===== config.mk =====
export PLATFORM = sky130hd
export DESIGN_NAME = pes_queue
export DESIGN_NICKNAME = d
export VERILOG_FILES = /design/src/hdl/pes_pkg.sv /design/src/hdl/pes_queue.sv
export SDC_FILE = /design/constraint.sdc
export NUM_CORES = 1
export LEC_CHECK = 0
export ABC_AREA = 1
export BUFFER_PORTS_ARGS = -buffer_cell sky130_fd_sc_hd__buf_2
export CAP_MARGIN = 15
export CORE_MARGIN = 2
export CORE_UTILIZATION = 40
export DETAILED_ROUTE_END_ITERATION = 7
export PLACE_DENSITY = 0.67
export SLEW_MARGIN = 20
export SYNTH_ARGS = -nofsm -noshare
export SYNTH_HDL_FRONTEND = slang
export SYNTH_SLANG_ARGS = --single-unit

===== constraint.sdc =====
create_clock -name clk_i -period 10.9 [get_ports clk_i]
set_input_delay 1.09 -clock clk_i [delete_from_list [all_inputs] [get_ports clk_i]]
set_output_delay 1.09 -clock clk_i [all_outputs]
set_load 0.01 [all_outputs]

===== src/hdl/pes_pkg.sv =====
// Package for the polyline equal-spacing resampler.
// Holds shared constants, the front-to-back queue entry type, FSM enums and an abs_diff helper.
// No dependencies.
package pes_pkg;

  localparam int unsigned CoordW     = 32;
  localparam int unsigned DiffW      = CoordW + 1;
  localparam int unsigned LenW       = 34;
  localparam int unsigned SpacingW   = 31;
  localparam int unsigned MaxRun     = 64;
  localparam int unsigned CntW       = $clog2(MaxRun + 1);
  localparam int unsigned QDepth     = 2;
  localparam int unsigned SqrtSteps  = 34;
  localparam int unsigned DivSteps   = 64;
  localparam int unsigned UnitFrac   = 28;
  localparam logic [SpacingW-1:0] SpacingRst = 31'd25600;

  typedef struct packed {
    logic               first;
    logic [CoordW-1:0]  bx;
    logic [CoordW-1:0]  by;
    logic [CoordW-1:0]  bz;
    logic [DiffW-1:0]   dx;
    logic [DiffW-1:0]   dy;
    logic [DiffW-1:0]   dz;
    logic [LenW-1:0]    len;
  } entry_t;

  typedef enum logic [1:0] {
    F_IDLE,
    F_SQ,
    F_SQRT,
    F_PUSH
  } front_state_e;

  typedef enum logic [2:0] {
    B_IDLE,
    B_DIVN,
    B_DIVS,
    B_DIVU,
    B_MUL,
    B_OUT
  } back_state_e;

  function automatic logic [DiffW-1:0] abs_diff(input logic [DiffW-1:0] v);
    abs_diff = v[DiffW-1] ? (~v + 1'b1) : v;
  endfunction

endpackage


===== src/hdl/pes_queue.sv =====
// Two-entry queue between front and back ends.
// Depends on pes_pkg.
module pes_queue (
  input  logic             clk_i,
  input  logic             rst_ni,
  input  logic             push_i,
  input  pes_pkg::entry_t  wdata_i,
  output logic             full_o,
  input  logic             pop_i,
  output pes_pkg::entry_t  rdata_o,
  output logic             empty_o
);

  pes_pkg::entry_t mem_q [pes_pkg::QDepth];
  logic       wp_q, rp_q;
  logic [1:0] cnt_q;

  always_ff @(posedge clk_i or negedge rst_ni) begin
    if (!rst_ni) begin
      wp_q  <= 1'b0;
      rp_q  <= 1'b0;
      cnt_q <= '0;
    end else begin
      if (push_i) wp_q <= ~wp_q;
      if (pop_i)  rp_q <= ~rp_q;
      cnt_q <= cnt_q + {1'b0, push_i} - {1'b0, pop_i};
    end
  end

  always_ff @(posedge clk_i) begin
    if (push_i) mem_q[wp_q] <= wdata_i;
  end

  assign rdata_o = mem_q[rp_q];
  assign full_o  = (cnt_q == 2'(pes_pkg::QDepth));
  assign empty_o = (cnt_q == 2'd0);

endmodule


# Word level (Yosys, flattened, before mapping)

Memories as Yosys holds them, arrays and structs flattened.
Index checks and enable logic that the tools add are counted.
Widths: inputs -> output; s select.

Memory bits (writable): 460
Input port bits: 234
Register bits: 4
Memories: 1
Logic and storage cells: 12

$add $sub $neg: 2
Equal/unequal tests: 1
Reduce and logical (&&, ||, !) cells: 1
Mux-type cells: 2
Bitwise operators: 2

Memories:

| memory | words | bits a word | read ports | clocked after Yosys merged registers in | write ports | line            | text |
|---|---|---|---|---|---|---|---|
| mem_q  | 2     | 230         | 1          | 0                                       | 1           | pes_queue.sv:14 | `pes_pkg::entry_t mem_q [pes_pkg::QDepth];` |

Operators by type and width:

| operator           | number |
|---|---|
| $add 2x1->2        | 1 |
| $eq 2x2->1 const B | 1 |
| $logic_not 2->1    | 1 |
| $mux 1             | 2 |
| $not 1->1          | 2 |
| $sub 2x1->2        | 1 |

# Depth between registers and ports, before layout

Depth after elaboration: 2
Mapped depth: 7
Mapped depth without buffers: 7

# Least setup slack after synthesis

Ideal clock, no wire load.

Kind: input port to flip-flop
Start point: in push_i
End point: mem mem_q[0][0] (netlist name) (enable)
Stages: 2
Buffers on the path: 0
Arrival time: 10739 ps
Data required time: 10069 ps
Setup time: 831 ps
Path slack: -670 ps
Cells stage by stage: inv_1 -> nor2_1

Word-level cells in the longest chain between the ends: 2

RTL lines:

| item                         | line            | text |
|---|---|---|
| start, declared              | pes_queue.sv:6  | `input logic push_i,` |
| $mux 1                       | pes_queue.sv:31 | `if (push_i) mem_q[wp_q] <= wdata_i;` |
| $mux 1 (implied by the code) | pes_queue.sv:31 |  |
| end, declared                | pes_queue.sv:14 |  |

No other way between the ends.

==> results.json <==
{
  "final-setup-viol-count": 0,
  "cts_sinks": 464,
  "layout_common_cells": "buf_2, edfxtp_1, inv_1, nand2_1, o21ai_0",
  "worst_ir_drop_vdd_mv": 0.322,
  "clock_power_share_pct": 27.1,
  "synth_nets": 1462,
  "fp.dieH_um": 212,
  "netlist_instances": 1226,
  "post-cts-setup-buffers": 0,
  "postRouteAntennaNets": 0,
  "coreArea_um2": 42800,
  "synthAdderAreaFrac_pct": 0.145,
  "maxCapViolations": 0,
  "finish.net_count": 1934,
  "synth_xor_area_share_pct": 0.102,
  "cts_tree": "done",
  "vias_per_cell": 4.58,
  "hold_violations": 0,
  "p_sw_w": 0.00182,
  "cp-end-kind": "output port",
  "grt.overflow.total": 0,
  "fillers": 3679,
  "cts_buffer_depth": 3,
  "internal_power_w": 0.00377,
  "post_dp_cell_area_um2": 20000,
  "yosys_warnings": 0,
  "relSlewSlack_pct": 28.2,
  "hpwl_mm": 24.3,
  "wl_mm": 36.9,
  "num_rows": 76,
  "fin_util_pct": 50.2,
  "fin_area_um2": 21500,
  "p_leak_nw": 9.11,
  "start_util_pct": 40.3,
  "grt_antenna_before_repair": 16,
  "cts_hold_buffers": 0,
  "cp_max_fo": 196,
  "numCtsBuffers": 47,
  "grt_pass1_wl_mm": 54.3,
  "worst_pin_slew_ns": 1.08,
  "yosys.area_share.simple_pct": 5.23,
  "status": "complete, no violations",
  "synth_seq_cells": 464,
  "cts.reportedPaths.clkPinSlew_ns": 0.06,
  "synthMuxAreaShare_pct": 0,
  "combPwrFrac_pct": 28.4,
  "netlist.area_leader.share_pct": 80.1,
  "htree_levels": 2,
  "grt_max_degree": 270,
  "cts-root-buf": "clkbuf_16",
  "drive_gt1_share_pct": 30.9,
  "yosysUniqueCellTypes": 15,
  "hold_class": "in2async",
  "worst-setup-path-type": "reg2out",
  "cp_data_arrival_time_ns": 3.03,
  "netSwitchingFraction_pct": 32.5,
  "dr.pass1.iters": 4,
  "avgSynthCellArea_um2": 14.1,
  "floorplan.die_area_um2": 44800,
  "synth_seq_area_share_pct": 80.7,
  "fin_worst_skew_ns": 0.00564,
  "clock.fmax_ghz": 0.242,
  "min_period_ns": 4.12,
  "ctsResizeCount": 0,
  "place_congestion": 0.797,
  "drtIter0Drc": 603,
  "final_common_cell": "buf_2",
  "power.density_nw_per_um2": 260,
  "area_delta_synth_final_pct": 24.7,
  "chipWidth_um": 212,
  "start_kind": "register",
  "setup_tns_ns": 0,
  "cp_data_required_time_ns": 9.81,
  "grt_util_all_layers_pct": 15.9,
  "synth_top_cell_by_area": "edfxtp_1",
  "io_buffers": 465,
  "vias": 10500,
  "pwr-share-seq_pct": 44.5,
  "grt_pass1_vias": 10200,
  "syn_area_um2": 17200,
  "fin_crit_sh_pct": 37.8,
  "rsz0062_at_grt": "false",
  "clock_latency_ns": 0.57,
  "slew_viol_final": 0,
  "synthTopCellsByArea": "edfxtp_1, inv_1, nand2_1",
  "ios": 466,
  "synth_compound_area_share_pct": 6.68,
  "synth_top_family_by_area": "buffers and inverters",
  "post_drt_wl_per_cell_um": 16.1,
  "post-route-drc-count": 0
}
-- state kept, by name, indices dropped and copies added, names as in the netlist --
register,cells
wp_q,1
cnt_q,2
rp_q,1
mem_q,460
-- per-stage QoR --
step	instances	power, W	hold WS, ns	setup slack [ns]
CTS	2276	0.00567	0.284	6.77
detailed placement	2194	0.00413	0.559	7.42
finish	2288	0.00559	0.335	6.78
global route	2285	0.00592	0.294	6.52
global placement	2194	0.00410	0.530	7.44
floorplan	1226	0.00353	0.481	3.35
-- path summary, 6_finish.rpt --
check                      startpoint       endpoint  slack (ns)  depth (start not counted)
setup / recovery                 rp_q    rdata_o[73]        6.78                          5
hold / removal                 rst_ni           rp_q        0.33                          1
setup reg to reg                 wp_q  mem_q[1][104]        8.44                          3
hold reg to reg                  wp_q           wp_q        0.56                          1
max in group asynchronous      rst_ni           rp_q       10.41                          1
min in group clk_i               wp_q           wp_q        0.56                          1
-- final cells by class --
| class | count | area, um^2 | area share (%) |
|---|---|---|---|
| antenna | 11 | 27.5 | 0.128 |
| clock buffer | 63 | 1260 | 5.85 |
| clock inverter | 19 | 186 | 0.867 |
| inverter | 237 | 897 | 4.17 |
| multi-input combinational | 474 | 2100 | 9.78 |
| sequential | 464 | 13900 | 64.7 |
| tap | 546 | 683 | 3.18 |
| timing repair buffer | 474 | 2430 | 11.3 |
-- layer usage --
layer  wire, um  global-route usage [%]  vias to the layer above
li1           -                       -                     5106
met3       3640                    6.20                       84
met1      14200                    18.3                     4909
met4       1100                    7.67                       12
met2      17900                    26.0                      364
met5         90                       0                        -
-- Yosys cell counts --
cell type  count
o21ai_0      128
buf_2          6
ha_1           2
buf_4         26
nor2_1         3
o21ai_1      102
nand3_1        1
clkbuf_1      13
buf_6          5
edfxtp_1     460
xor2_1         2
inv_1        237
nand2_1      236
dfrtp_1        4
clkbuf_8       1
-- power groups by stage --
stage               Clock [W]  Combinational, W  Sequential (W)
floorplan                   0          0.000992         0.00254
global placement            0           0.00159         0.00251
detailed placement          0           0.00161         0.00253
CTS                   0.00156           0.00162         0.00249
global route          0.00163           0.00177         0.00252
finish                0.00152           0.00159         0.00249
-- worst max-delay path: stages (launching register included) --
cell and delay (ns):
dfrtp_4 0.94, buf_12 0.34, buf_16 0.43, nand2_1 0.12
o21ai_1 0.13, buf_2 0.17
-- logic make-up (layout without fill, tap and decap cells) --
logic type / Yosys count / count (layout)
adder cells (fa/ha/maj): 2 / 2
AO/OA/AOI/OAI: 230 / 230
AND/OR/NAND/NOR: 240 / 240
XOR/XNOR: 2 / 2
flip-flops: 464 / 464
other: 0 / 11
buffers and inverters: 288 / 793
No activity file was read; power rests on OpenSTA's default activity.
