**config.mk**
```make
export PLATFORM = sky130hd
export DESIGN_NAME = pes_front
export DESIGN_NICKNAME = d
export VERILOG_FILES = /design/src/hdl/pes_pkg.sv /design/src/hdl/pes_front.sv
export SDC_FILE = /design/constraint.sdc
export NUM_CORES = 2
export LEC_CHECK = 0
export ABC_AREA = 1
export BUFFER_PORTS_ARGS = -buffer_cell sky130_fd_sc_hd__buf_4
export CAP_MARGIN = 10
export CORE_MARGIN = 2
export CORE_UTILIZATION = 50
export DETAILED_ROUTE_END_ITERATION = 8
export PLACE_DENSITY = 0.67
export SLEW_MARGIN = 10
export SYNTH_ARGS = -nofsm -noshare
export SYNTH_HDL_FRONTEND = slang
export SYNTH_SLANG_ARGS = --single-unit
```
**constraint.sdc**
```tcl
create_clock -name clk_i -period 9.2 [get_ports clk_i]
set_input_delay 1.38 -clock clk_i [delete_from_list [all_inputs] [get_ports clk_i]]
set_output_delay 1.38 -clock clk_i [all_outputs]
set_load 0.02 [all_outputs]
```
**src/hdl/pes_pkg.sv**
```systemverilog
// Package for the polyline equal-spacing resampler.
// Holds shared constants, the front-to-back queue entry type, FSM enums and an abs_diff helper.
// No dependencies.
package pes_pkg;

  localparam int unsigned CoordW     = 32;
  localparam int unsigned DiffW      = CoordW + 1;
  localparam int unsigned LenW       = 34;
  localparam int unsigned SpacingW   = 31;
  localparam int unsigned MaxRun     = 64;
  localparam int unsigned CntW       = $clog2(MaxRun + 1);
  localparam int unsigned QDepth     = 2;
  localparam int unsigned SqrtSteps  = 34;
  localparam int unsigned DivSteps   = 64;
  localparam int unsigned UnitFrac   = 28;
  localparam logic [SpacingW-1:0] SpacingRst = 31'd25600;

  typedef struct packed {
    logic               first;
    logic [CoordW-1:0]  bx;
    logic [CoordW-1:0]  by;
    logic [CoordW-1:0]  bz;
    logic [DiffW-1:0]   dx;
    logic [DiffW-1:0]   dy;
    logic [DiffW-1:0]   dz;
    logic [LenW-1:0]    len;
  } entry_t;

  typedef enum logic [1:0] {
    F_IDLE,
    F_SQ,
    F_SQRT,
    F_PUSH
  } front_state_e;

  typedef enum logic [2:0] {
    B_IDLE,
    B_DIVN,
    B_DIVS,
    B_DIVU,
    B_MUL,
    B_OUT
  } back_state_e;

  function automatic logic [DiffW-1:0] abs_diff(input logic [DiffW-1:0] v);
    abs_diff = v[DiffW-1] ? (~v + 1'b1) : v;
  endfunction

endpackage

```
**src/hdl/pes_front.sv**
```systemverilog
// Front end: accepts vertices, classifies first/segment, finds segment length.
// Depends on pes_pkg.
module pes_front (
  input  logic                 clk_i,
  input  logic                 rst_ni,
  input  logic                 valid_i,
  output logic                 ready_o,
  input  logic                 first_i,
  input  logic [31:0]          px_i,
  input  logic [31:0]          py_i,
  input  logic [31:0]          pz_i,
  output logic                 push_o,
  output pes_pkg::entry_t      entry_o,
  input  logic                 full_i
);

  pes_pkg::front_state_e state_q, state_d;
  pes_pkg::entry_t       ent_q;
  logic [31:0] prev_x_q, prev_y_q, prev_z_q;
  logic        have_prev_q;
  logic [1:0]  idx_q;
  logic [65:0] acc_q;
  logic [67:0] op_q;
  logic [33:0] root_q;
  logic [34:0] rem_q;
  logic [5:0]  step_q;

  logic        take, is_first;
  logic [32:0] dsel, dmag;
  logic [65:0] sq, acc_nx;
  logic [36:0] rem_s, trial;
  logic        fit;
  logic [33:0] root_nx;

  assign take     = (state_q == pes_pkg::F_IDLE) && valid_i;
  assign is_first = first_i || !have_prev_q;

  always_comb begin
    unique case (idx_q)
      2'd0:    dsel = ent_q.dx;
      2'd1:    dsel = ent_q.dy;
      default: dsel = ent_q.dz;
    endcase
  end
  assign dmag   = pes_pkg::abs_diff(dsel);
  assign sq     = dmag * dmag;
  assign acc_nx = acc_q + sq;

  assign rem_s   = {rem_q, op_q[67:66]};
  assign trial   = {1'b0, root_q, 2'b01};
  assign fit     = rem_s >= trial;
  assign root_nx = {root_q[32:0], fit};

  always_comb begin
    state_d = state_q;
    push_o  = 1'b0;
    unique case (state_q)
      pes_pkg::F_IDLE: if (valid_i) state_d = is_first ? pes_pkg::F_PUSH : pes_pkg::F_SQ;
      pes_pkg::F_SQ:   if (idx_q == 2'd2) state_d = pes_pkg::F_SQRT;
      pes_pkg::F_SQRT: if (step_q == 6'(pes_pkg::SqrtSteps - 1)) state_d = pes_pkg::F_PUSH;
      pes_pkg::F_PUSH: begin
        push_o = !full_i;
        if (!full_i) state_d = pes_pkg::F_IDLE;
      end
      default:         state_d = pes_pkg::F_IDLE;
    endcase
  end

  always_ff @(posedge clk_i or negedge rst_ni) begin
    if (!rst_ni) begin
      state_q     <= pes_pkg::F_IDLE;
      have_prev_q <= 1'b0;
      prev_x_q    <= '0;
      prev_y_q    <= '0;
      prev_z_q    <= '0;
    end else begin
      state_q <= state_d;
      if (take) begin
        have_prev_q <= 1'b1;
        prev_x_q    <= px_i;
        prev_y_q    <= py_i;
        prev_z_q    <= pz_i;
      end
    end
  end

  always_ff @(posedge clk_i) begin
    unique case (state_q)
      pes_pkg::F_IDLE: begin
        ent_q.first <= is_first;
        ent_q.bx    <= is_first ? px_i : prev_x_q;
        ent_q.by    <= is_first ? py_i : prev_y_q;
        ent_q.bz    <= is_first ? pz_i : prev_z_q;
        ent_q.dx    <= {px_i[31], px_i} - {prev_x_q[31], prev_x_q};
        ent_q.dy    <= {py_i[31], py_i} - {prev_y_q[31], prev_y_q};
        ent_q.dz    <= {pz_i[31], pz_i} - {prev_z_q[31], prev_z_q};
        ent_q.len   <= '0;
        idx_q       <= '0;
        acc_q       <= '0;
      end
      pes_pkg::F_SQ: begin
        acc_q <= acc_nx;
        idx_q <= idx_q + 1'b1;
        op_q  <= {2'b00, acc_nx};
        root_q <= '0;
        rem_q  <= '0;
        step_q <= '0;
      end
      pes_pkg::F_SQRT: begin
        op_q   <= {op_q[65:0], 2'b00};
        rem_q  <= fit ? 35'(rem_s - trial) : rem_s[34:0];
        root_q <= root_nx;
        step_q <= step_q + 1'b1;
        if (step_q == 6'(pes_pkg::SqrtSteps - 1)) ent_q.len <= root_nx;
      end
      default: ;
    endcase
  end

  assign ready_o = (state_q == pes_pkg::F_IDLE);
  assign entry_o = ent_q;

endmodule

```
; Word-level counts from Yosys, hierarchy flattened
; Cells that the tools add are included.
[totals]
ff_bits = 540
latch_bits = 0
ram_bits = 0
mem_bits_ro = 0
in_bits = 101
output_inout_bits = 232
word_cells = 72
n_memories = 0
[op_classes]
add_sub_neg = 8
n_mul = 1
n_div = 0
order_cmp = 1
n_eq_ne = 10
shifts = 0
n_mux = 21
bitwise_logic = 1
n_reduce_logical = 11
[op_table]
columns = op, n
row1 = case mux 34 bit (2 select lines), 2
row2 = case mux 68 bit (2 select lines), 1
row3 = case mux 66 bit (2 select lines), 1
row4 = subtractor 32 x 32 -> 33 bit, 3
row5 = two-way mux 32 bit, 3
row6 = case mux 35 bit (2 select lines), 1
row7 = adder 66 bit, 1
row8 = multiplier 33 x 33 -> 66 bit, 1
row9 = case mux 33 bit (2 select lines), 1
row10 = >= comparator 37 x 36 -> 1 bit, 1
row11 = two-way mux 35 bit, 1
row12 = subtractor 35 bit, 1
row13 = two-way mux 34 bit, 1
row14 = adder 33 x 1 -> 33 bit (second input constant), 1
row15 = two-way mux 33 bit, 1
row16 = inverter 33 bit, 1
row17 = case mux 6 bit (2 select lines), 1
row18 = two-way mux 2 bit, 5
row19 = != test 2 bit (second input constant), 4
row20 = case mux 2 bit (4 select lines), 1
row21 = adder 6 x 1 -> 6 bit (second input constant), 1
row22 = equality test 2 bit (second input constant), 3
row23 = equality test 6 bit (second input constant), 1
row24 = nonzero test 2 bit, 3
row25 = other kinds (10), 13

; Depth between registers and ports, before layout
[depth]
depth_word = 8
depth_mapped = 52
depth_no_buf = 49

; Least setup slack after synthesis
; OpenSTA, ideal clock, no wires.
[synth_timing]
path_type = register to register
startpoint = reg idx_q[0]
endpoint = reg op_q[59], data pin
setup_time_ps = 254
arrival_time_ps = 8543
t_required_ps = 8946
setup_slack_ps = 403
path_stages_with_launch = 48
n_path_buf = 5
synth_period_minus_slack_ps = 8797
cell_sequence = edfxtp_1 > inv_1 > ha_1 > buf_4 > nor2_4 > buf_6 > a21oi_2 > buf_4 > clkbuf_1 > ha_1 > nand3_2 > nor2_4 > nand2_1 > nor2_2 > nand2_1 > xor2_1 > nand2_1 > nand2_1 > (+12 left out) > fa_1 > inv_1 > fa_1 > inv_1 > ha_1 > nand2_1 > nor2_1 > inv_1 > nor2_1 > inv_1 > nor4_1 > nand2_1 > nand2_1 > nand2_1 > nand2_1 > nand2_1 > nand3_1 > nand2_1
[synth_between]
elab_chain_cells = 8
word_cells_on_any_way = 9
cone_classes = add/sub (2) / mul (1) / eq/ne (1) / mux (3) / bitwise (1) / reduce/logical (1)
[synth_rtl]
columns = item, line_no
row1 = from (decl), pes_front.sv:21  ; logic [1:0] idx_q;
row2 = from (signal assigned), pes_front.sv:103  ; idx_q <= idx_q + 1'b1;
row3 = equality test 2 x 1 -> 1 bit / zero test 2 bit (equally long branches), pes_front.sv:39  ; unique case (idx_q)
row4 = case mux 33 bit (2 select lines) *, pes_front.sv:39
row5 = inverter 33 bit, pes_pkg.sv:46  ; abs_diff = v[DiffW-1] ? (~v + 1'b1) : v;
row6 = adder 33 x 1 -> 33 bit, pes_pkg.sv:46
row7 = two-way mux 33 bit *, pes_pkg.sv:46
row8 = multiplier 33 x 33 -> 66 bit *, pes_front.sv:46  ; assign sq = dmag * dmag;
row9 = adder 66 bit *, pes_front.sv:47  ; assign acc_nx = acc_q + sq;
row10 = case mux 68 bit (2 select lines) *, pes_front.sv:88  ; unique case (state_q)
row11 = to (signal assigned), pes_front.sv:104  ; op_q <= {2'b00, acc_nx};
row12 = to (signal assigned), pes_front.sv:110  ; op_q <= {op_q[65:0], 2'b00};
row13 = to (decl), pes_front.sv:23  ; logic [67:0] op_q;
; Mark *: on every way between the ends. The rest lies on a longest branch, timed or not.
; A chain may end at the register's enable or synchronous reset.

; Final worst setup path
[layout_timing]
startpoint = reg idx_q[0]
endpoint = reg acc_q[63], data pin
[layout_between]
elab_chain_cells = 8
word_cells_on_any_way = 9
cone_classes = add/sub (2) / mul (1) / eq/ne (1) / mux (3) / bitwise (1) / reduce/logical (1)
[layout_rtl]
columns = item, line_no
row1 = equality test 2 x 1 -> 1 bit / zero test 2 bit (equally long branches), pes_front.sv:39
row2 = case mux 33 bit (2 select lines) *, pes_front.sv:39
row3 = inverter 33 bit, pes_pkg.sv:46
row4 = adder 33 x 1 -> 33 bit, pes_pkg.sv:46
row5 = two-way mux 33 bit *, pes_pkg.sv:46
row6 = multiplier 33 x 33 -> 66 bit *, pes_front.sv:46
row7 = adder 66 bit *, pes_front.sv:47
row8 = case mux 66 bit (2 select lines) *, pes_front.sv:88
row9 = to (signal assigned), pes_front.sv:102  ; acc_q <= acc_nx;
row10 = to (decl), pes_front.sv:22  ; logic [65:0] acc_q;
; Marks and branches as above.

==> impl_metrics.toml <==
[job]
maxCapViolCount = 0

[critical_path]
cp_slowest_cell = "fa_1"
crit_fanout = 15
r2r_slack_ps = 60
worst_ep_arrival_time_ps = 9550
max_stage_delay_ps = 540
cpMostUsedCell = "nand2_1"
worst-r2r-cell-count = 46
crit_type = "reg2reg"
start_kind = "register"
r2r_end = "acc_q[63]"
critPathCaptureType = "register"
r2r-start = "idx_q[0]"
required_ps = 9610

[final_layout]
area_growth_pct = 22.8
finalNetCount = 9857
final_cell_mix = "inv_1 (1,713), nand2_1 (1,252), buf_4 (1,013)"
drive_above_1_share_pct = 21.2
fillers = 11000
final_common_cell = "inv_1"
fin_util_pct = 61.9

[yosys]
synth_top_cell_area_share_pct = 29.3
synth_flop_cell = "edfxtp_1"
postSynthCellCount = 7424
synth_edf_count = 441
ys_types = 59
ys_ff_latch = 540
ys_seq_area_share_pct = 24.8
yosys_warnings = 0
syn_area_um2 = 63400
yosysTopAreaCell = "fa_1"
async_reset_ff_share_pct = 18.3
ys_top_cells_by_area = "fa_1 (29%), edfxtp_1 (21%), inv_1 (10%), nand2_1 (7.9%), ha_1 (7.9%)"
postSynthAreaPerCell_um2 = 8.54

[cts]
path_clk_slew_ps = 60
clock_sinks = 540
h-tree-depth = 2
clock_path_buffers = 3
cts-root-buf = "clkbuf_16"
clkLatencyLatePin_ps = 700
cts_inserted_buffers = 61
cts_tree = "yes"
postCtsHoldBufs = 0

[worst_hold_path]
min_to = "have_prev_q"
hp-start = "have_prev_q"
holdCritPathClass = "reg2reg"
min_path_cells = 2

[timing]
finalHoldViolCount = 0
max_slew.worst_pin.slew_ps = 1200
slew_violations = 0
slew_headroom_pct = 19.6
max_freq_mhz = 109
rsz0062_at_grt = "yes"
finalClockSkew_ps = 27.5
setup_viol = 0
final.min_clock_period_ps = 9140
period_share_pct = 99.4

[floorplanning]
coreArea_um2 = 126000
start_util_pct = 50.4
die_h_um = 360
top_level_ports = 333
die_w_um = 360
num_rows = 130
die-area_um2 = 130000

[global_routing]
gr-total-overflow = 0
grt_antenna_before_repair = 2
grtUsageTotal_pct = 32.1
grt_max_degree = 118
first_global_vias = 54600
grt_pass1_wl_um = 318000

[routing]
drt_pre_antenna_iters = 6
wl_um = 208000
viasPerCell = 5.18
via_count = 52500
drc_errors = 0
first_iter_violations = 3979
wl_per_cell_um = 20.5
drtAntennaViolNets = 0

[placement]
hpwl_um = 175000
port_buffers = 332
gp_congestion = 1.02

[run_status]
outcome = "finished clean"
[layer usage]
layer | share of wire (%) | wire length (um) | track usage [%]
met5 | 0 | 0 | 0
met3 | 6.9 | 14400 | 5.16
met2 | 48 | 100000 | 53.7
met4 | 4.7 | 9700 | 12.9
met1 | 40 | 84000 | 41.7
[final cells by class]
class	count	area [um^2]	share of cell area, %
clock inverter	45	552	0.709
sequential	540	15700	20.2
inverter	1835	6940	8.91
antenna	2	5.00	0.00643
timing repair buffer	1102	9120	11.7
clock buffer	71	1640	2.10
tap	1650	2060	2.65
multi-input combinational	4890	41800	53.7
[timing repair]
action,CTS,global route
setup buffers,7,24
pin swaps,13,90
cloned,0,2
gates resized for setup,123,458
setup endpoints to repair,85,102
[worst max-delay path: cells and delay by family (launching register included)]
family	cells	cell delay (ps)
AO/OA/AOI/OAI	1	210
adder cells (fa/ha/maj)	10	4470
flip-flops	1	440
buffers and inverters	13	1460
AND/OR/NAND/NOR	22	2260
[flip-flops by register name, indices dropped and copies added, names as in the netlist]
name,cells
acc_q,66
entry_o,230
have_prev_q,1
idx_q,2
op_q,68
prev_x_q,32
prev_y_q,32
prev_z_q,32
rem_q,35
root_q,34
state_q,2
step_q,6
[synthesized netlist by cell type, types with 6 or more instances]
master       n
nor4_1       8
a21o_1      19
nor3_1      48
edfxtp_1   441
nand3_1    190
buf_6       15
a31oi_1     19
dfrtp_1     99
a21oi_1    340
a21oi_2      6
nor2_4      18
fa_1       927
o21ai_0    288
clkbuf_1    83
nand2_2     17
nand3b_1    23
nand4_1     37
o21bai_1    33
nor2_2      46
xor2_1      93
buf_4       17
o21a_1      13
o21ai_1      6
a21boi_0    13
buf_2       62
nand2_1   1333
nor2_1     884
ha_1       399
xnor2_1     66
inv_1     1741
inv_2       92
[worst max-delay path by stage]
stage / start / end / cells after the start
after floorplan: idx_q[0] / op_q[59] / 47
after global placement: idx_q[0] / acc_q[64] / 44
after detailed placement: idx_q[0] / acc_q[64] / 44
after CTS: idx_q[0] / op_q[60] / 43
after global routing: idx_q[0] / acc_q[63] / 48
final: idx_q[0] / acc_q[63] / 46
[kinds of logic after synthesis]
kind of cell | after synthesis | synth area share, %
AND/OR/NAND/NOR | 2618 | 16.9
buffers and inverters | 2017 | 12.4
other | 2 | 0.0118
XOR/XNOR | 163 | 2.32
adder cells (fa/ha/maj) | 1326 | 37.1
flip-flops | 540 | 24.8
AO/OA/AOI/OAI | 758 | 6.51
[stage by stage]
step	std cells	hold WS (ps)	instance area (um^2)	TNS (ps)	worst slack, ps
2_1_floorplan	7447	418	63500	0	403
3_3_place_gp	9984	438	73300	-17600	-559
3_5_place_dp	9984	439	73300	-21390	-589
4_1_cts	10100	454	75900	-112	-40.4
5_1_grt	10100	489	77800	-15610	-298
6_report	10100	455	77800	0	57.9
Power is left out: the tool's default activity adds up to more than one toggle a clock period on the data nets, which glitch-free logic cannot reach.
