<file path="config.mk">
export PLATFORM = sky130hd
export DESIGN_NAME = pes_back
export DESIGN_NICKNAME = d
export VERILOG_FILES = /design/src/hdl/pes_pkg.sv /design/src/hdl/pes_div.sv /design/src/hdl/pes_back.sv
export SDC_FILE = /design/constraint.sdc
export NUM_CORES = 2
export LEC_CHECK = 0
export ABC_AREA = 1
export CELL_PAD_IN_SITES_DETAIL_PLACEMENT = 1
export CELL_PAD_IN_SITES_GLOBAL_PLACEMENT = 2
export CORE_MARGIN = 1
export CORE_UTILIZATION = 40
export CTS_BUF_LIST = sky130_fd_sc_hd__clkbuf_16
export CTS_CLUSTER_SIZE = 10
export DETAILED_ROUTE_END_ITERATION = 6
export DONT_BUFFER_PORTS = 1
export GPL_TIMING_DRIVEN = 0
export PLACE_DENSITY = 0.94
export SETUP_SLACK_MARGIN = 0.02
export SLEW_MARGIN = 40
export SYNTH_ARGS = -nofsm -noshare
export SYNTH_HDL_FRONTEND = slang
export SYNTH_SLANG_ARGS = --single-unit
</file>
<file path="constraint.sdc">
create_clock -name clk_i -period 11.5 [get_ports clk_i]
set_input_delay 0.575 -clock clk_i [delete_from_list [all_inputs] [get_ports clk_i]]
set_output_delay 0.575 -clock clk_i [all_outputs]
set_load 0.01 [all_outputs]
</file>
<file path="src/hdl/pes_pkg.sv">
// Package for the polyline equal-spacing resampler.
// Holds shared constants, the front-to-back queue entry type, FSM enums and an abs_diff helper.
// No dependencies.
package pes_pkg;

  localparam int unsigned CoordW     = 32;
  localparam int unsigned DiffW      = CoordW + 1;
  localparam int unsigned LenW       = 34;
  localparam int unsigned SpacingW   = 31;
  localparam int unsigned MaxRun     = 64;
  localparam int unsigned CntW       = $clog2(MaxRun + 1);
  localparam int unsigned QDepth     = 2;
  localparam int unsigned SqrtSteps  = 34;
  localparam int unsigned DivSteps   = 64;
  localparam int unsigned UnitFrac   = 28;
  localparam logic [SpacingW-1:0] SpacingRst = 31'd25600;

  typedef struct packed {
    logic               first;
    logic [CoordW-1:0]  bx;
    logic [CoordW-1:0]  by;
    logic [CoordW-1:0]  bz;
    logic [DiffW-1:0]   dx;
    logic [DiffW-1:0]   dy;
    logic [DiffW-1:0]   dz;
    logic [LenW-1:0]    len;
  } entry_t;

  typedef enum logic [1:0] {
    F_IDLE,
    F_SQ,
    F_SQRT,
    F_PUSH
  } front_state_e;

  typedef enum logic [2:0] {
    B_IDLE,
    B_DIVN,
    B_DIVS,
    B_DIVU,
    B_MUL,
    B_OUT
  } back_state_e;

  function automatic logic [DiffW-1:0] abs_diff(input logic [DiffW-1:0] v);
    abs_diff = v[DiffW-1] ? (~v + 1'b1) : v;
  endfunction

endpackage

</file>
<file path="src/hdl/pes_div.sv">
// Sequential restoring divider, one quotient bit per cycle.
// Depends on pes_pkg.
module pes_div (
  input  logic        clk_i,
  input  logic        rst_ni,
  input  logic        start_i,
  input  logic [63:0] dividend_i,
  input  logic [33:0] divisor_i,
  output logic        done_o,
  output logic [63:0] quo_o,
  output logic [33:0] rem_o
);

  logic        busy_q, done_q;
  logic [5:0]  cnt_q;
  logic [63:0] num_q;
  logic [33:0] rem_q, dvs_q;
  logic [34:0] rs;
  logic        ge;

  assign rs = {rem_q, num_q[63]};
  assign ge = rs >= {1'b0, dvs_q};

  always_ff @(posedge clk_i or negedge rst_ni) begin
    if (!rst_ni) begin
      busy_q <= 1'b0;
      done_q <= 1'b0;
      cnt_q  <= '0;
    end else begin
      done_q <= 1'b0;
      if (start_i && !busy_q) begin
        busy_q <= 1'b1;
        cnt_q  <= '0;
      end else if (busy_q) begin
        cnt_q <= cnt_q + 1'b1;
        if (cnt_q == 6'(pes_pkg::DivSteps - 1)) begin
          busy_q <= 1'b0;
          done_q <= 1'b1;
        end
      end
    end
  end

  always_ff @(posedge clk_i) begin
    if (start_i && !busy_q) begin
      num_q <= dividend_i;
      rem_q <= '0;
      dvs_q <= divisor_i;
    end else if (busy_q) begin
      num_q <= {num_q[62:0], ge};
      rem_q <= ge ? 34'(rs - {1'b0, dvs_q}) : rs[33:0];
    end
  end

  assign done_o = done_q;
  assign quo_o  = num_q;
  assign rem_o  = rem_q;

endmodule

</file>
<file path="src/hdl/pes_back.sv">
// Back end: leftover bookkeeping, point count, unit direction and point emission.
// Depends on pes_pkg and pes_div.
module pes_back (
  input  logic             clk_i,
  input  logic             rst_ni,
  input  logic [30:0]      spacing_i,
  input  logic             empty_i,
  input  pes_pkg::entry_t  head_i,
  output logic             pop_o,
  output logic             m_valid_o,
  input  logic             m_ready_i,
  output logic [95:0]      m_data_o,
  output logic             m_last_o,
  output logic             m_ovf_o
);

  pes_pkg::back_state_e state_q, state_d;
  pes_pkg::entry_t ent_q;
  logic [30:0] left_q;
  logic [pes_pkg::CntW-1:0] cnt_q, k_q;
  logic        ovf_q;
  logic [39:0] t_q;
  logic [28:0] u_q [3];
  logic [2:0]  us_q;
  logic [1:0]  a_q, ph_q;
  logic [47:0] prod_q, plo_q;
  logic [31:0] res_q [3];
  logic        mv_q, ml_q, mo_q;
  logic [95:0] md_q;

  logic [30:0] dsp;
  logic        div_start, div_done;
  logic [63:0] div_num, div_quo;
  logic [33:0] div_dvs, div_rem;
  logic [32:0] dsel, dmag;
  logic [31:0] bsel;
  logic [37:0] tmag;
  logic [18:0] tpart;
  logic [67:0] full;
  logic [37:0] offmag;
  logic [39:0] off;
  logic [41:0] sum;
  logic [31:0] sat;
  logic        ld, is_last;

  assign dsp = (spacing_i == '0) ? 31'd1 : spacing_i;

  always_comb begin
    unique case (a_q)
      2'd0:    begin dsel = ent_q.dx; bsel = ent_q.bx; end
      2'd1:    begin dsel = ent_q.dy; bsel = ent_q.by; end
      default: begin dsel = ent_q.dz; bsel = ent_q.bz; end
    endcase
  end
  assign dmag = pes_pkg::abs_diff(dsel);

  always_comb begin
    if (state_q == pes_pkg::B_IDLE) begin
      div_num = {29'b0, {4'b0, left_q} + {1'b0, head_i.len}};
      div_dvs = {3'b0, dsp};
    end else begin
      div_num = {3'b0, dmag, 28'b0} + {31'b0, ent_q.len[33:1]};
      div_dvs = ent_q.len;
    end
  end

  pes_div u_div (
    .clk_i     (clk_i),
    .rst_ni    (rst_ni),
    .start_i   (div_start),
    .dividend_i(div_num),
    .divisor_i (div_dvs),
    .done_o    (div_done),
    .quo_o     (div_quo),
    .rem_o     (div_rem)
  );

  assign tmag   = t_q[39] ? 38'(~t_q + 1'b1) : t_q[37:0];
  assign tpart  = (ph_q == 2'd0) ? tmag[18:0] : tmag[37:19];
  assign full   = {1'b0, prod_q, 19'b0} + {20'b0, plo_q} + 68'(1 << 27);
  assign offmag = full[65:28];
  assign off    = (us_q[a_q] ^ t_q[39]) ? 40'(~{2'b0, offmag} + 1'b1) : {2'b0, offmag};
  assign sum    = {{10{bsel[31]}}, bsel} + {{2{off[39]}}, off};
  always_comb begin
    if (sum[41:31] == '0 || sum[41:31] == '1) sat = sum[31:0];
    else if (sum[41]) sat = 32'h8000_0000;
    else sat = 32'h7FFF_FFFF;
  end

  assign ld      = !mv_q || m_ready_i;
  assign is_last = ent_q.first || (pes_pkg::CntW'(k_q + 1'b1) == cnt_q);

  always_comb begin
    state_d   = state_q;
    pop_o     = 1'b0;
    div_start = 1'b0;
    unique case (state_q)
      pes_pkg::B_IDLE: if (!empty_i) begin
        pop_o = 1'b1;
        if (head_i.first) state_d = pes_pkg::B_OUT;
        else begin
          div_start = 1'b1;
          state_d   = pes_pkg::B_DIVN;
        end
      end
      pes_pkg::B_DIVN: if (div_done) state_d = (div_quo == '0) ? pes_pkg::B_IDLE : pes_pkg::B_DIVS;
      pes_pkg::B_DIVS: begin
        div_start = 1'b1;
        state_d   = pes_pkg::B_DIVU;
      end
      pes_pkg::B_DIVU: if (div_done) state_d = (a_q == 2'd2) ? pes_pkg::B_MUL : pes_pkg::B_DIVS;
      pes_pkg::B_MUL:  if (ph_q == 2'd2 && a_q == 2'd2) state_d = pes_pkg::B_OUT;
      pes_pkg::B_OUT:  if (ld) state_d = is_last ? pes_pkg::B_IDLE : pes_pkg::B_MUL;
      default:         state_d = pes_pkg::B_IDLE;
    endcase
  end

  always_ff @(posedge clk_i or negedge rst_ni) begin
    if (!rst_ni) begin
      state_q <= pes_pkg::B_IDLE;
      left_q  <= '0;
      mv_q    <= 1'b0;
    end else begin
      state_q <= state_d;
      if (state_q == pes_pkg::B_IDLE && !empty_i && head_i.first) left_q <= '0;
      if (state_q == pes_pkg::B_DIVN && div_done) left_q <= div_rem[30:0];
      if (state_q == pes_pkg::B_OUT && ld) mv_q <= 1'b1;
      else if (m_ready_i) mv_q <= 1'b0;
    end
  end

  always_ff @(posedge clk_i) begin
    unique case (state_q)
      pes_pkg::B_IDLE: begin
        ent_q <= head_i;
        res_q[0] <= head_i.bx;
        res_q[1] <= head_i.by;
        res_q[2] <= head_i.bz;
        ovf_q <= 1'b0;
      end
      pes_pkg::B_DIVN: if (div_done) begin
        ovf_q <= div_quo > 64'(pes_pkg::MaxRun);
        cnt_q <= (div_quo > 64'(pes_pkg::MaxRun)) ? pes_pkg::CntW'(pes_pkg::MaxRun)
                                                  : div_quo[pes_pkg::CntW-1:0];
        t_q   <= {9'b0, dsp} - {9'b0, left_q};
        k_q   <= '0;
        a_q   <= '0;
      end
      pes_pkg::B_DIVU: if (div_done) begin
        u_q[a_q]  <= (ent_q.len == '0) ? 29'd0 : div_quo[28:0];
        us_q[a_q] <= dsel[32];
        a_q       <= (a_q == 2'd2) ? 2'd0 : a_q + 1'b1;
        ph_q      <= '0;
      end
      pes_pkg::B_MUL: begin
        unique case (ph_q)
          2'd0: begin
            prod_q <= u_q[a_q] * tpart;
            ph_q   <= 2'd1;
          end
          2'd1: begin
            plo_q  <= prod_q;
            prod_q <= u_q[a_q] * tpart;
            ph_q   <= 2'd2;
          end
          default: begin
            res_q[a_q] <= sat;
            ph_q       <= '0;
            a_q        <= (a_q == 2'd2) ? 2'd0 : a_q + 1'b1;
          end
        endcase
      end
      pes_pkg::B_OUT: if (ld) begin
        md_q <= {res_q[2], res_q[1], res_q[0]};
        ml_q <= is_last;
        mo_q <= ovf_q;
        k_q  <= k_q + 1'b1;
        t_q  <= t_q + {9'b0, dsp};
        a_q  <= '0;
        ph_q <= '0;
      end
      default: ;
    endcase
  end

  assign m_valid_o = mv_q;
  assign m_data_o  = md_q;
  assign m_last_o  = ml_q;
  assign m_ovf_o   = mo_q;

endmodule

</file>
Word-level counts from Yosys, hierarchy flattened

Memory sizes are Yosys's and may differ from the RTL's. A register that Yosys moved wholly into a read port is not among the register bits.
Cells that the tools add are included.

Input port bits: 265
Register bits: 565
Memory bits (writable): 183
Memories: 2
Output and inout bits: 100
Word-level logic and storage cells: 186

Memory list:

| memory | words | width | read ports | clocked after memory_dff | write ports | RTL line       | RTL |
|---|---|---|---|---|---|---|---|
| res_q  | 3     | 32    | 3          | 3                        | 3           | pes_back.sv:27 | `logic [31:0] res_q [3];` |
| u_q    | 3     | 29    | 1          | 1                        | 1           | pes_back.sv:23 | `logic [28:0] u_q [3];` |

Magnitude comparators: 4
Bitwise logic cells: 4
Multiply operators: 1
Eq/ne operators: 18
Mux-type cells: 75
Reduce and logical (&&, ||, !) cells: 39
Add/sub/neg operators: 14

Operators with widths:

| cell                                                                              | number |
|---|---|
| 64-bit two-way mux                                                                | 2 |
| 31-bit two-way mux                                                                | 4 |
| 40-bit two-way mux                                                                | 3 |
| 32-bit two-way mux                                                                | 3 |
| 40-bit one-hot mux with 2 select lines                                            | 1 |
| 66-bit by 28-bit adder with 66-bit output (second input constant)                 | 1 |
| 66-bit by 48-bit adder with 66-bit output                                         | 1 |
| 33-bit one-hot mux with 2 select lines                                            | 1 |
| 64-bit by 7-bit greater-than comparator with 1-bit output (second input constant) | 1 |
| 64-bit logical NOT                                                                | 1 |
| 32-bit one-hot mux with 2 select lines                                            | 1 |
| 61-bit by 33-bit adder with 62-bit output                                         | 1 |
| 62-bit two-way mux                                                                | 1 |
| 29-bit by 19-bit multiplier with 48-bit output                                    | 1 |
| 32-bit by 40-bit adder with 41-bit output                                         | 1 |
| 40-bit by 1-bit adder with 40-bit output (second input constant)                  | 1 |
| 40-bit by 31-bit adder with 40-bit output                                         | 1 |
| 38-bit inverter with 40-bit output                                                | 1 |
| 38-bit by 1-bit adder with 38-bit output (second input constant)                  | 1 |
| 38-bit two-way mux                                                                | 1 |
| 38-bit inverter                                                                   | 1 |
| 31-bit by 34-bit adder with 35-bit output                                         | 1 |
| 35-bit by 34-bit greater-or-equal comparator with 1-bit output                    | 1 |
| 34-bit logical NOT                                                                | 1 |
| other kinds (53)                                                                  | 123 |

Longest topological paths before layout

Word-level depth: 10
Depth in mapped cells: 45
Mapped depth without buffers: 44

Hierarchy

A second synthesis with hierarchy kept.

Cells, all modules: 8,483
Area, all modules: 68,025.2 um2

Modules (own cells, without submodules):

| module   | sequential area each (um2) | area each (um2) | cells an instance | times used |
|---|---|---|---|---|
| pes_back | 20,434.6                   | 59,654.7        | 7,328             | 1 |
| pes_div  | 3,823.7                    | 8,370.5         | 1,155             | 1 |

Worst setup path before layout

No wires, ideal clock.

Kind: reg2reg
Start: register state_q[0]
End: register ent_q[0] in the netlist's numbering (enable)
Slack: 3.361 ns
Required time: 10.816 ns
Cell stages (with the launch flop): 6
Period minus slack after synthesis: 8.139 ns
Path buffers: 2
Arrival: 7.455 ns
Setup time: 0.684 ns
Cell sequence: dfrtp_1 nor2_1 nand2_1 inv_1 clkbuf_1 clkbuf_1

Longest elaborated chain between the ends: 1

RTL lines:

| element                | RTL line        | RTL |
|---|---|---|
| start, declared        | pes_back.sv:17  | `pes_pkg::back_state_e state_q, state_d;` |
| start signal, assigned | pes_back.sv:120 | `state_q <= pes_pkg::B_IDLE;` |
| start signal, assigned | pes_back.sv:124 | `state_q <= state_d;` |
| 3-bit logical NOT      | pes_back.sv:133 | `unique case (state_q)` |
| end signal, assigned   | pes_back.sv:135 | `ent_q <= head_i;` |
| end, declared          | pes_back.sv:18  | `pes_pkg::entry_t ent_q;` |

No other way between the ends.
A chain may end at the register's enable or synchronous reset.

Worst setup path after layout

Start: register t_q[1]
End: register prod_q[47], data pin

Longest elaborated chain between the ends: 5

RTL lines:

| element                                            | RTL line        | RTL |
|---|---|---|
| start, declared                                    | pes_back.sv:22  | `logic [39:0] t_q;` |
| start signal, assigned                             | pes_back.sv:145 | `t_q <= {9'b0, dsp} - {9'b0, left_q};` |
| start signal, assigned                             | pes_back.sv:178 | `t_q <= t_q + {9'b0, dsp};` |
| 38-bit inverter                                    | pes_back.sv:78  | `assign tmag = t_q[39] ? 38'(~t_q + 1'b1) : t_q[37:0];` |
| 38-bit by 1-bit adder with 38-bit output           | pes_back.sv:78  |  |
| 38-bit two-way mux (*)                             | pes_back.sv:78  |  |
| 19-bit two-way mux (*)                             | pes_back.sv:79  | `assign tpart = (ph_q == 2'd0) ? tmag[18:0] : tmag[37:19];` |
| 29-bit by 19-bit multiplier with 48-bit output (*) | pes_back.sv:163 | `prod_q <= u_q[a_q] * tpart;` |
| end signal, assigned                               | pes_back.sv:158 | `prod_q <= u_q[a_q] * tpart;` |
| end signal, assigned                               | pes_back.sv:163 |  |
| end, declared                                      | pes_back.sv:26  | `logic [47:0] prod_q, plo_q;` |

Mark *: on every way between the ends. The rest lies on a longest branch, timed or not.

==> flow_summary.yaml <==
run_status:
  outcome: "finished clean"
setup_path:
  end_kind: "flip-flop"
  r2r_start: "t_q[1]"
  start_kind: "flip-flop"
  cp_data_required_time_ps: 11970
  cp.arrival_ps: 10820
  critPathKind: "flip-flop to flip-flop"
  cpPeakStageDelay_ps: 660
  cpMostUsedCell: "inv_1"
  worstPathMaxFanout: 10
  r2r_slack_ps: 1140
  crit_path_start: "t_q[1]"
  cp_slowest_cell: "clkbuf_1"
synthesis:
  async_flop_share: 0.05200
  synth-main-ff-cell: "edfxtp_1"
  yosysWarningCount: 0
  syn_inst: 8292
  ys_seq_area_frac: 0.3600
  synth.avg_cell_area_um2: 8.127
  synth_top_area_frac: 0.3333
  synth-edff-count: 748
  ys_ff_latch: 827
  synth_area_mm2: 0.06739
  synth_cell_type_count: 62
  synth_nets: 9387
  synth_area_leader_cell: "edfxtp_1"
  yosys-top-cells-area: "edfxtp_1 (33%), fa_1 (14%), nand2_1 (12%)"
placement:
  hpwl_um: 213700
  io_buffers: 0
  globalplace.congestion: 0.9854
  post-place-ws_ps: 1411
routing:
  num_vias: 61075
  viasPerCell: 5.588
  drtIter0Drc: 5185
  wl_per_cell_um: 24.82
  ant_nets: 0
  first_pass_iters: 5
  routed_wl_um: 271300
  remaining_drc_errors: 0
grt:
  track_usage: 0.3154
  grt_pass1_vias: 64230
  antenna_found_initial: 11
  grt_pass1_wl_um: 402900
  grt_overflow: 0
  grt_max_degree: 44
sta:
  relSlewSlack: 0.3842
  finClkSkew_ps: 32.39
  post-route-period-util: 0.9008
  tightest_slew_ps: 923.7
  fmax_ghz: 0.09654
  setup_tns_ps: 0
  setup_viol: 0
  period_needed_ps: 10360
  holdWs_ps: 38.85
  finalHoldViolCount: 0
  rsz0062_at_grt: "no"
  worst_slack_ps: 1141
  slew_violations: 0
clocking:
  cts_made_buffers: 98
  post_cts_resized: 0
  clk_path_buf_depth: 3
  htree_levels: 3
  post_cts_buffers: 0
  cts_tree: "yes"
  clock-sinks: 827
  insertion_delay_ps: 740
  cts.clk_slew.worst_paths_ps: 70
  root_buffer: "clkbuf_16"
layout:
  drive_gt1_frac: 0.04248
  final_core_util: 0.4547
  fillCellCount: 20072
  mostFrequentLayoutCells: "nand2_1 (2217), inv_1 (1415), nor2_1 (798)"
  areaGrowthSynthToFinish_pct: 12.84
  final_common_cell: "nand2_1"
  fin_nets: 9750
hold_path:
  hold_path_class: "input pin to flip-flop"
  min_from: "head_i[142]"
floorplan:
  ios: 365
  die_area_mm2: 0.1701
  coreArea_mm2: 0.1672
  die_h_um: 412.5
  initial_core_util: 0.4030
  rows: 150
  die_w_um: 412.5
run:
  maxCapViolCount: 0
cells in the mapped netlist, drive strengths merged (3+ instances only):
master	instances
a211oi	6
a21boi	13
a21o	29
a21oi	414
a221oi	5
a2bb2oi	4
a31oi	50
a32o	3
and2	16
and3	7
buf	49
clkbuf	184
clkinv	20
dfrtp	43
dfxtp	36
edfxtp	748
fa	464
ha	366
inv	1399
nand2	2230
nand3	341
nand3b	33
nand4	78
nor2	830
nor3	51
nor4	45
o211ai	53
o21a	34
o21ai	400
o21bai	24
o221ai	5
o22a	3
o22ai	63
o31ai	7
or2	67
xnor2	71
xor2	86
critical path, delay by kind of cell (launching register included):
family                     cells  cell delay, ps
adders and majority gates      8            3920
and+or+nand+nor               14            3120
xor gates and xnor gates       1             150
DFF                            1             410
AOI/OAI and AO/OA              3             700
buffers and inverters         10            1760
cell type report:
type                       count  area, µm²  share of cell area
sequential                   827      24260              0.3190
timing repair buffer         263       2788             0.03666
clock buffer                 100       2502             0.03291
tap                         2204       2758             0.03627
buffer                       233      979.7             0.01288
clock inverter                55      369.1            0.004854
antenna                       16      40.04           0.0005266
inverter                    1419       5326             0.07005
multi-input combinational   5813      37020              0.4868
worst paths after layout:
check / endpoint / cells after the start
setup / recovery: prod_q[47] / 36
hold / removal: res_q[2][9] / 2
setup reg to reg: prod_q[47] / 36
hold reg to reg: m_data_o[41] / 0
max in group asynchronous: state_q[2] / 2
min in group asynchronous: m_valid_o / 2
cells by family after synthesis:
group | after synthesis | share of synthesized area
and+or+nand+nor | 3700 | 0.2266
buffers and inverters | 1652 | 0.09315
AOI/OAI and AO/OA | 1125 | 0.09388
adders and majority gates | 830 | 0.2058
DFF | 827 | 0.3600
xor gates and xnor gates | 157 | 0.02041
muxes | 1 | 0.0001485
metrics by stage:
step                      area [µm²]  instances
after floorplan                67390       8292
after global placement         70140      10496
after detailed placement       70740      10524
after CTS                      75980      10913
after global routing           76030      10926
final                          76040      10930
layer usage:
layer / vias to the layer above / track usage / part of all wire
met3: 565 / 0.04730 / 0.068
met1: 30650 / 0.3888 / 0.40
met2: 2458 / 0.5438 / 0.49
met5: - / 0 / 0.00027
li1: 27392 / - / -
met4: 10 / 0.1404 / 0.049
flip-flops by register name (all words and copies together), names as in the netlist, named ones only:
signal        flops
u_q              87
ph_q              2
m_ovf_o           1
u_div.busy_q      1
k_q               7
plo_q            29
u_div.rem_o      34
us_q              3
u_div.quo_o      64
u_div.done_o      1
ovf_q             1
prod_q           48
m_valid_o         1
m_last_o          1
u_div.cnt_q       6
m_data_o         96
ent_q           230
cnt_q             7
res_q            96
a_q               2
left_q           31
u_div.dvs_q      34
state_q           3
t_q              40
timing repair:
item / 4_1_cts / 5_1_grt
hold buffers: 234 / 0
setup endpoints to repair: 0 / 0
endpoints found under the hold margin: 275 / 0
Power is not shown: default switching activity piles up to over one toggle a cycle in this logic, so the estimate is an artifact.
